<file path="src/rtl/resource_map_allocator_defines.svh">
// assertion macros for the resource map allocator
`ifndef RESOURCE_MAP_ALLOCATOR_DEFINES_SVH
`define RESOURCE_MAP_ALLOCATOR_DEFINES_SVH
// assert that a implies b at every edge outside reset
`define RMA_ASSERT_IMP(label, a, b) \
  label: assert property (@(posedge clk) disable iff (!rst_n) (a) |-> (b)) \
    else $error("assertion failed");
// assert that a implies b in the following cycle
`define RMA_ASSERT_NEXT(label, a, b) \
  label: assert property (@(posedge clk) disable iff (!rst_n) (a) |=> (b)) \
    else $error("assertion failed");
`endif

</file>
<file path="src/rtl/rma_pkg.sv">
// package with types and constants of the resource map allocator
package rma_pkg;
  localparam logic [1:0] ST_OK     = 2'd0;
  localparam logic [1:0] ST_NOFIT  = 2'd1;
  localparam logic [1:0] ST_LOST   = 2'd2;
  localparam logic [1:0] ST_IGNORE = 2'd3;
  localparam logic ACT_ALLOC = 1'b0;
  localparam logic ACT_FREE  = 1'b1;

  typedef enum logic [4:0] {
    S_CLR, S_IDLE, S_CNT_RD, S_CNT_CHK,
    S_AL_RD, S_AL_CHK, S_AL_DIV, S_AL_FIT, S_AL_WR,
    S_GB_START, S_GB_RD, S_GB_CHK, S_GB_RDN, S_GB_DEC,
    S_SH_RD, S_SH_WR, S_RM_RD, S_RM_WR, S_RM_CLR, S_INS, S_DONE
  } state_t;

  typedef struct packed {
    logic        start;
    logic [32:0] dividend;
    logic [30:0] divisor;
  } div_req_t;

  typedef struct packed {
    logic        done;
    logic [32:0] quot;
    logic [30:0] rem;
  } div_rsp_t;
endpackage

</file>
<file path="src/rtl/resource_map_allocator.sv">
// resource map allocator top level: free range table in ram with a sequencer
//
// channel  direction  handshake          payload
// in       input      start && !busy     in_action in_addr in_size in_align
// out      output     out_valid strobe   out_granted_addr out_status
//
// the result strobe follows a sequence of steps: the used count is read first, then
// one ram read per entry walked, a run of the serial divider per entry tried by an
// aligned allocate, and one read and one write per entry shifted; the single ram
// read port and the single ram write port set the pace
// reset is synchronous and is followed by a clearing pass over all MAP_ENTRIES
// entries with busy high
// the result is shown for one cycle and cannot be stalled
module resource_map_allocator #(
  parameter int MAP_ENTRIES = 8
) (
  input  logic        clk,
  input  logic        rst_n,
  input  logic        start,
  output logic        busy,
  input  logic        in_action,
  input  logic [31:0] in_addr,
  input  logic [30:0] in_size,
  input  logic [30:0] in_align,
  output logic        out_valid,
  output logic [31:0] out_granted_addr,
  output logic [1:0]  out_status
);
  import rma_pkg::*;
  `include "resource_map_allocator_defines.svh"

  localparam int IW = $clog2(MAP_ENTRIES);
  localparam int CW = $clog2(MAP_ENTRIES + 1);
  localparam logic [CW-1:0] CAP = CW'(MAP_ENTRIES - 1);

  state_t state_r, state_nxt;
  logic [CW-1:0] n_r, n_nxt, i_r, i_nxt, k_r, k_nxt;
  logic [31:0] addr_r, addr_nxt;
  logic [30:0] size_r, align_r;
  logic        act_r;
  logic [32:0] gz_r, gz_nxt;
  logic [31:0] ga_r, ga_nxt;
  logic [32:0] m_r, m_nxt;
  logic [31:0] s_r, s_nxt;
  logic [32:0] e_r, e_nxt;
  logic [31:0] ps_r, ps_nxt;
  logic [31:0] pl_r, pl_nxt;
  logic        lost_r, lost_nxt;
  logic [31:0] res_r, res_nxt;
  logic [1:0]  st_r, st_nxt;
  logic        gbret_r, gbret_nxt;

  logic          we;
  logic [IW-1:0] waddr, raddr;
  logic [63:0]   wdata, rdata;
  logic [31:0]   rs, rl;
  logic [32:0]   re;
  div_req_t      dreq;
  div_rsp_t      drsp;

  rma_ram #(.WIDTH(64), .DEPTH(MAP_ENTRIES)) u_ram (
    .clk(clk), .we(we), .waddr(waddr), .wdata(wdata), .raddr(raddr), .rdata(rdata)
  );
  rma_div u_div (.clk(clk), .rst_n(rst_n), .req(dreq), .rsp(drsp));

  assign rs = rdata[63:32];
  assign rl = rdata[31:0];
  assign re = {1'b0, rs} + {1'b0, rl};

  function automatic logic [31:0] sat(input logic [33:0] v);
    return (v[33:32] != 2'b0) ? 32'hFFFF_FFFF : v[31:0];
  endfunction

  always_comb begin
    state_nxt = state_r;
    n_nxt = n_r; i_nxt = i_r; k_nxt = k_r; addr_nxt = addr_r;
    gz_nxt = gz_r; ga_nxt = ga_r; m_nxt = m_r; s_nxt = s_r; e_nxt = e_r;
    ps_nxt = ps_r; pl_nxt = pl_r; lost_nxt = lost_r; res_nxt = res_r;
    st_nxt = st_r; gbret_nxt = gbret_r;
    we = 1'b0; waddr = '0; wdata = '0; raddr = '0;
    dreq.start = 1'b0;
    dreq.dividend = m_r + {2'b0, align_r} - 33'd1;
    dreq.divisor = align_r;
    unique case (state_r)
      S_CLR: begin
        we = 1'b1; waddr = k_r[IW-1:0]; wdata = '0;
        k_nxt = k_r + 1'b1;
        if (k_r == CAP) state_nxt = S_IDLE;
      end
      S_IDLE: begin
        if (start) begin
          addr_nxt = in_addr; res_nxt = '0; st_nxt = ST_NOFIT; lost_nxt = 1'b0;
          i_nxt = '0; state_nxt = S_CNT_RD;
        end
      end
      S_CNT_RD: begin
        raddr = i_r[IW-1:0];
        state_nxt = S_CNT_CHK;
      end
      S_CNT_CHK: begin
        if (i_r < CAP && rl != 0) begin
          i_nxt = i_r + 1'b1;
          raddr = IW'(i_r + 1'b1);
          state_nxt = S_CNT_CHK;
          if (i_r + 1'b1 >= CAP) begin
            n_nxt = i_r + 1'b1; i_nxt = '0;
            state_nxt = act_r ? S_GB_START : S_AL_RD;
          end
        end else begin
          n_nxt = i_r; i_nxt = '0;
          state_nxt = act_r ? S_GB_START : S_AL_RD;
        end
        if (state_nxt == S_GB_START) begin
          if (size_r == 0) begin
            st_nxt = ST_IGNORE; state_nxt = S_DONE;
          end else begin
            st_nxt = ST_OK;
            ga_nxt = addr_r;
            if ({1'b0, addr_r} + {2'b0, size_r} > 33'h1_0000_0000)
              gz_nxt = 33'h1_0000_0000 - {1'b0, addr_r};
            else gz_nxt = {2'b0, size_r};
            gbret_nxt = 1'b0;
          end
        end
      end
      S_AL_RD: begin
        raddr = i_r[IW-1:0];
        state_nxt = (i_r < n_r) ? S_AL_CHK : S_DONE;
      end
      S_AL_CHK: begin
        s_nxt = rs; e_nxt = re;
        if (addr_r != 0) begin
          if (rs > addr_r) state_nxt = S_DONE;
          else if (re <= {1'b0, addr_r}) begin
            i_nxt = i_r + 1'b1; state_nxt = S_AL_RD;
          end else begin
            m_nxt = {1'b0, addr_r};
            state_nxt = (align_r != 0) ? S_AL_DIV : S_AL_FIT;
          end
        end else begin
          m_nxt = {1'b0, rs};
          state_nxt = (align_r != 0) ? S_AL_DIV : S_AL_FIT;
        end
        if (state_nxt == S_AL_DIV) begin
          dreq.start = 1'b1;
          dreq.dividend = m_nxt + {2'b0, align_r} - 33'd1;
        end
      end
      S_AL_DIV: begin
        if (drsp.done) begin
          m_nxt = 33'(drsp.quot * {2'b0, align_r});
          if (drsp.quot[32]) m_nxt = 33'h1_FFFF_FFFF;
          state_nxt = S_AL_FIT;
        end
      end
      S_AL_FIT: begin
        if (m_r[32] || ({1'b0, m_r} + {3'b0, size_r}) > {1'b0, e_r}) begin
          if (addr_r != 0) state_nxt = S_DONE;
          else begin
            i_nxt = i_r + 1'b1; state_nxt = S_AL_RD;
          end
        end else begin
          res_nxt = m_r[31:0]; st_nxt = ST_OK;
          state_nxt = S_AL_WR;
        end
      end
      S_AL_WR: begin
        ga_nxt = s_r; gz_nxt = m_r - {1'b0, s_r}; gbret_nxt = 1'b1;
        if (m_r + {2'b0, size_r} == e_r) begin
          k_nxt = i_r; state_nxt = S_RM_RD;
        end else begin
          we = 1'b1; waddr = i_r[IW-1:0];
          wdata = {32'(m_r + {2'b0, size_r}), 32'(e_r - (m_r + {2'b0, size_r}))};
          state_nxt = (m_r[31:0] != s_r) ? S_GB_START : S_DONE;
        end
      end
      S_GB_START: begin
        i_nxt = '0; state_nxt = S_GB_RD;
      end
      S_GB_RD: begin
        raddr = i_r[IW-1:0];
        state_nxt = (i_r < n_r) ? S_GB_CHK : S_GB_RDN;
      end
      S_GB_CHK: begin
        if (rs <= ga_r) begin
          ps_nxt = rs; pl_nxt = rl; i_nxt = i_r + 1'b1; state_nxt = S_GB_RD;
        end else begin
          s_nxt = rs; pl_nxt = pl_r; e_nxt = {1'b0, rl}; state_nxt = S_GB_DEC;
        end
      end
      S_GB_RDN: begin
        state_nxt = S_GB_DEC;
      end
      S_GB_DEC: begin
        state_nxt = S_DONE;
        if (i_r != 0 && {1'b0, ps_r} + {1'b0, pl_r} == {1'b0, ga_r}) begin
          if (i_r < n_r && {1'b0, ga_r} + gz_r == {1'b0, s_r}) begin
            we = 1'b1; waddr = IW'(i_r - 1'b1);
            wdata = {ps_r, sat({2'b0, sat({1'b0, pl_r} + {1'b0, gz_r})} +
                               {2'b0, e_r[31:0]})};
            k_nxt = i_r; state_nxt = S_RM_RD;
            gbret_nxt = 1'b0;
          end else begin
            we = 1'b1; waddr = IW'(i_r - 1'b1);
            wdata = {ps_r, sat({1'b0, pl_r} + {1'b0, gz_r})};
          end
        end else if (i_r < n_r && {1'b0, ga_r} + gz_r == {1'b0, s_r}) begin
          we = 1'b1; waddr = i_r[IW-1:0];
          wdata = {ga_r, sat({2'b0, e_r[31:0]} + {1'b0, gz_r})};
        end else begin
          if (n_r >= CAP) begin
            if (act_r) st_nxt = ST_LOST; else lost_nxt = 1'b1;
            if (i_r >= CAP) state_nxt = S_DONE;
            else begin
              n_nxt = CAP - 1'b1; k_nxt = CAP - 1'b1; state_nxt = S_SH_RD;
            end
          end else begin
            k_nxt = n_r; state_nxt = S_SH_RD;
          end
          if (state_nxt == S_SH_RD && k_nxt == i_r) state_nxt = S_INS;
        end
      end
      S_SH_RD: begin
        raddr = IW'(k_r - 1'b1); state_nxt = S_SH_WR;
      end
      S_SH_WR: begin
        we = 1'b1; waddr = k_r[IW-1:0]; wdata = rdata;
        k_nxt = k_r - 1'b1;
        state_nxt = (k_r - 1'b1 == i_r) ? S_INS : S_SH_RD;
      end
      S_INS: begin
        we = 1'b1; waddr = i_r[IW-1:0]; wdata = {ga_r, sat({1'b0, gz_r})};
        state_nxt = S_DONE;
      end
      S_RM_RD: begin
        raddr = IW'(k_r + 1'b1);
        state_nxt = (k_r + 1'b1 < n_r) ? S_RM_WR : S_RM_CLR;
      end
      S_RM_WR: begin
        we = 1'b1; waddr = k_r[IW-1:0]; wdata = rdata;
        k_nxt = k_r + 1'b1; state_nxt = S_RM_RD;
      end
      S_RM_CLR: begin
        we = 1'b1; waddr = IW'(n_r - 1'b1); wdata = '0;
        n_nxt = n_r - 1'b1;
        state_nxt = (gbret_r && m_r[31:0] != s_r) ? S_GB_START : S_DONE;
        gbret_nxt = 1'b0;
      end
      S_DONE: begin
        if (!act_r && lost_r && st_r == ST_OK) st_nxt = ST_LOST;
        state_nxt = S_IDLE;
      end
      default: state_nxt = S_IDLE;
    endcase
  end

  always_ff @(posedge clk) begin
    if (!rst_n) begin
      state_r <= S_CLR;
      k_r <= '0;
      out_valid <= 1'b0;
    end else begin
      state_r <= state_nxt;
      k_r <= k_nxt;
      out_valid <= (state_r == S_DONE);
    end
    if (state_r == S_IDLE && start) begin
      act_r <= in_action; size_r <= in_size; align_r <= in_align;
    end
    n_r <= n_nxt; i_r <= i_nxt; addr_r <= addr_nxt;
    gz_r <= gz_nxt; ga_r <= ga_nxt; m_r <= m_nxt; s_r <= s_nxt; e_r <= e_nxt;
    ps_r <= ps_nxt; pl_r <= pl_nxt; lost_r <= lost_nxt; res_r <= res_nxt;
    st_r <= st_nxt; gbret_r <= gbret_nxt;
    if (state_r == S_DONE) begin
      out_granted_addr <= (st_nxt == ST_OK || st_nxt == ST_LOST) && !act_r ? res_r : '0;
      out_status <= st_nxt;
    end
  end

  assign busy = (state_r != S_IDLE);

  `RMA_ASSERT_IMP(a_no_accept_busy, busy && start, state_r != S_IDLE)
  `RMA_ASSERT_NEXT(a_done_strobe, state_r == S_DONE, out_valid)
  `RMA_ASSERT_NEXT(a_strobe_one, out_valid, !out_valid)
  `RMA_ASSERT_IMP(a_free_no_addr, out_valid && out_status == ST_IGNORE,
                  out_granted_addr == 32'd0)
endmodule

</file>
<file path="src/rtl/rma_ram.sv">
// generic single-port write, single-port read ram with registered read
module rma_ram #(
  parameter int WIDTH = 64,
  parameter int DEPTH = 8
) (
  input  logic                     clk,
  input  logic                     we,
  input  logic [$clog2(DEPTH)-1:0] waddr,
  input  logic [WIDTH-1:0]         wdata,
  input  logic [$clog2(DEPTH)-1:0] raddr,
  output logic [WIDTH-1:0]         rdata
);
  logic [WIDTH-1:0] mem [DEPTH];
  always_ff @(posedge clk) begin
    if (we) mem[waddr] <= wdata;
    rdata <= mem[raddr];
  end
endmodule

</file>
<file path="src/rtl/rma_div.sv">
// restoring radix-2 divider, one quotient bit per cycle
module rma_div (
  input  logic              clk,
  input  logic              rst_n,
  input  rma_pkg::div_req_t req,
  output rma_pkg::div_rsp_t rsp
);
  import rma_pkg::*;
  logic [32:0] q_r, q_nxt;
  logic [31:0] rem_r, rem_nxt;
  logic [30:0] d_r;
  logic [5:0]  cnt_r, cnt_nxt;
  logic        busy_r, busy_nxt;
  logic [31:0] sh;
  logic [32:0] diff;

  always_comb begin
    sh = {rem_r[30:0], q_r[32]};
    diff = {1'b0, sh} - {2'b0, d_r};
    q_nxt = q_r;
    rem_nxt = rem_r;
    cnt_nxt = cnt_r;
    busy_nxt = busy_r;
    if (req.start) begin
      q_nxt = req.dividend;
      rem_nxt = '0;
      cnt_nxt = 6'd33;
      busy_nxt = 1'b1;
    end else if (busy_r) begin
      if (!diff[32]) begin
        rem_nxt = diff[31:0];
        q_nxt = {q_r[31:0], 1'b1};
      end else begin
        rem_nxt = sh;
        q_nxt = {q_r[31:0], 1'b0};
      end
      cnt_nxt = cnt_r - 6'd1;
      if (cnt_r == 6'd1) busy_nxt = 1'b0;
    end
  end

  always_ff @(posedge clk) begin
    if (!rst_n) begin
      busy_r <= 1'b0;
      cnt_r <= '0;
    end else begin
      busy_r <= busy_nxt;
      cnt_r <= cnt_nxt;
    end
    q_r <= q_nxt;
    rem_r <= rem_nxt;
    if (req.start) d_r <= req.divisor;
  end

  assign rsp.done = busy_r && (cnt_r == 6'd1) && !req.start;
  assign rsp.quot = q_nxt;
  assign rsp.rem = rem_nxt[30:0];
endmodule
</file>
<file path="config.mk">
export PLATFORM = sky130hd
export DESIGN_NAME = resource_map_allocator
export DESIGN_NICKNAME = d
export VERILOG_FILES = /design/src/rtl/rma_pkg.sv /design/src/rtl/resource_map_allocator.sv /design/src/rtl/rma_ram.sv /design/src/rtl/rma_div.sv
export VERILOG_INCLUDE_DIRS = /design/src /design/src/rtl
export SDC_FILE = /design/constraint.sdc
export NUM_CORES = 2
export LEC_CHECK = 0
export ABC_AREA = 1
export BUFFER_PORTS_ARGS = -buffer_cell sky130_fd_sc_hd__buf_2
export CELL_PAD_IN_SITES_DETAIL_PLACEMENT = 0
export CELL_PAD_IN_SITES_GLOBAL_PLACEMENT = 1
export CORE_ASPECT_RATIO = 0.7
export CORE_MARGIN = 8
export CORE_UTILIZATION = 54
export DETAILED_ROUTE_END_ITERATION = 8
export GPL_TIMING_DRIVEN = 1
export PLACE_DENSITY = 0.92
export SYNTH_ARGS = -nofsm -noshare
export SYNTH_HDL_FRONTEND = slang
export SYNTH_SLANG_ARGS = --single-unit
</file>
<file path="constraint.sdc">
create_clock -name clk -period 28.8 [get_ports clk]
set_input_delay 5.76 -clock clk [delete_from_list [all_inputs] [get_ports clk]]
set_output_delay 5.76 -clock clk [all_outputs]
set_load 0.02 [all_outputs]
</file>
==> flow_summary_export.csv <==
group,metric,value,unit
timing,fmax,0.0579,GHz
clocking,cts_tree,"done",
clocking,clock_path_buffers,3,
synthesis,synth_fp_nets,11119,
routing,drc,0,
synthesis,synth_area_leaders,"edfxtp_1 (33%), fa_1 (11%), ha_1 (10%)",
worst_setup_path,critical_path_class,"reg2reg",
synthesis,synth_edf_count,941,
routing,drt-total-wl,310,mm
timing,max_slew_margin,6.97,%
timing,skew,0.0430,ns
clocking,clock_sinks,1088,
finish,multiInputGateArea,47500,um^2
power_and_ir_drop,p_leak,40.6,nW
placed_design,placed_cells,11872,
worst_setup_path,critPathLaunchType,"flip-flop",
run,timing.max_cap.violations,0,
synthesis,synthArstFlopShare,0,%
finish,final_nets,11119,
synthesis,syn_area,85200,um^2
power_and_ir_drop,p_per_area,121,nW/um^2
worst_setup_path,end_kind,"flip-flop",
placed_design,globalplace.congestion,1.09,
finish,stdcell_count,12084,
timing,setup_slack,11.53,ns
floorplan,chipHeight,348,um
floorplan,initial_core_util,54.1,%
worst_setup_path,cpMostUsedCell,"nand2_1",
routing,drt_iter0_drc,10854,
timing,setup_viol,0,
synthesis,synth_area_leader_cell,"edfxtp_1",
synthesis,synth.yosys.seq_area_share,36.6,%
clocking,clock_latency,0.79,ns
floorplan,io_pins,134,
placed_design,pre_cts_slack,12.21,ns
routing,viasPerCell,6.09,
global_route,grtUsageTotal,35.3,%
worst_setup_path,critPathMaxFanout,42,
routing,wl_per_cell,25.6,um
global_route,grt_pass1_vias,68931,
synthesis,synth-main-ff-cell,"edfxtp_1",
synthesis,ys_ff_latch,1088,
timing,final_hold_viol_count,0,
hold_path,min_path_type,"reg2reg",
floorplan,fp.dieW,491,um
timing,tns,0,ns
synthesis,yosys.area.top_type_share,33.2,%
power_and_ir_drop,ir_drop,0.000572,V
floorplan,rows,122,
finish,seq_area,31200,um^2
global_route,grt_pass1_wl,457,mm
placed_design,dpl_cell_area,88100,um^2
clocking,cts_max_level,3,
placed_design,dp_hpwl,242,mm
timing,worst_pin_slew,1.40,ns
routing,drt_pass1_iterations,7,
timing,finalMaxSlewViolations,0,
floorplan,coreArea,157000,um^2
placed_design,portBuffers,133,
global_route,antenna_found_initial,16,
synthesis,syn_area_per_cell,8.63,um^2
worst_setup_path,arrival,17.81,ns
timing,min_period,17.27,ns
clocking,hold_buffers,0,
routing,antenna_left,0,
worst_setup_path,critPathBufInv,13,
finish,syn_to_final_growth,7.88,%
clocking,post_cts_buffers,0,
power_and_ir_drop,finalPower,11.1,mW
clocking,cts_inserted_buffers,109,
global_route,grt_max_degree,189,
worst_setup_path,slowest_stage,"a21boi_0",
routing,vias,73600,
floorplan,die-area,171000,um^2
clocking,cts_resized,0,
finish,design_area,91900,um^2
clocking,clk_pin_slew,0.07,ns
worst_setup_path,cp_slowest_stage_delay,0.65,ns
synthesis,yosysWarnings,0,
worst_setup_path,critPathTopFamily,"compound AO/OA/AOI/OAI gates",
finish,nFillCells,13908,
finish,layout-drive-gt1-share,5.79,%
clocking,root_buffer,"clkbuf_16",
worst_setup_path,crit_required,29.34,ns
synthesis,synthCells,9876,
synthesis,synth_cell_types,76,
timing,rsz0062_at_grt,"false",
global_route,grt-ovfl-total,0,
timing,post-route-period-util,60.0,%
run_status,status,"completed",
where the power goes:
| group | total [mW] | internal [mW] | switching, mW |
|---|---|---|---|
| registers | 1.87 | 1.80 | 0.0672 |
| clock network | 1.56 | 0.872 | 0.692 |
| logic | 7.66 | 2.89 | 4.76 |
| total | 11.1 | 5.57 | 5.52 |
flip-flops by register name (all words and copies together) (netlist names), 4 cells and up:
register	count
addr_r	32
align_r	31
e_r	33
ga_r	32
gz_r	33
i_r	4
k_r	4
m_r	33
n_r	4
out_granted_addr	32
pl_r	32
ps_r	32
res_r	32
s_r	32
size_r	31
state_r	5
u_div.cnt_r	6
u_div.d_r	31
u_div.q_r	33
u_div.rem_r	31
u_ram.mem	512
u_ram.rdata	64
per-layer routing:
metal  GRT usage (%)  routed length [um]  up-vias
met2            46.1              116000     4456
met3            13.8               47700      487
li1                -                   -    33184
met4            8.98                9180       14
met1            53.9              137000    35459
met5           0.112                  99        -
cell type report:
type	count	share of cell area [%]
Clock inverter	81	1.08
Timing Repair Buffer	250	1.70
Inverter	1385	5.66
Tap cell	2108	2.87
Multi-Input combinational cell	7042	51.6
Sequential cell	1088	33.9
Clock buffer	126	3.09
Antenna cell	4	0.0109
through the flow:
| step | utilization, % | hold slack, ns |
|---|---|---|
| floorplan | - | 0.424 |
| global placement | 56.0 | 0.488 |
| global route | 58.4 | 0.540 |
| detailed placement | 56.0 | 0.502 |
| finish | 58.4 | 0.520 |
| CTS | 58.4 | 0.513 |
cell families (layout without fill, tap and decap cells):
logic type               Yosys count  count (layout)  share of synthesized area, %
XOR/XNOR                         415             415                          4.28
buffers and inverters           1746            1842                          7.87
adder cells (fa/ha/maj)         1145            1145                          20.8
AO/OA/AOI/OAI                   2002            2002                          13.5
AND/OR/NAND/NOR                 3472            3472                          16.9
other                              0               4                             0
multiplexers                       8               8                        0.0940
flip-flops                      1088            1088                          36.6
final timing paths:
path	slack (ns)	start	end	cells after the start
max reg2reg	11.53	u_ram.rdata[34]	m_r[32]	74
max	11.53	u_ram.rdata[34]	m_r[32]	74
min reg2reg	0.52	u_div.cnt_r[1]	u_div.cnt_r[1]	2
min	0.52	u_div.cnt_r[1]	u_div.cnt_r[1]	2
worst min-delay path, cell delays in order (launching register included):
cell and delay (ns):
dfxtp_1 0.33, nor2_1 0.09, a211oi_1 0.05
cells in the mapped netlist, types with 139 or more instances:
cell type / instances
a21oi_1: 794
clkbuf_1: 293
dfxtp_1: 147
edfxtp_1: 941
fa_1: 450
ha_1: 695
inv_1: 1357
nand2_1: 1758
nand3_1: 415
nor2_1: 970
o21ai_0: 640
xnor2_1: 139
xor2_1: 275
placed cells by master (no fill, tap or decap), types with 67 or more instances in the layout:
cell type / count
dfxtp_1: 146
clkbuf_16: 110
inv_1: 1352
nor2_1: 959
nor3_1: 71
buf_2: 133
fa_1: 450
o21ai_0: 638
xnor2_1: 139
o211ai_1: 67
ha_1: 695
nand3_1: 413
edfxtp_1: 941
buf_4: 115
nand4_1: 107
a21oi_1: 793
nand2_1: 1754
a31oi_1: 99
xor2_1: 275
No activity file was read; power rests on OpenSTA's default activity.
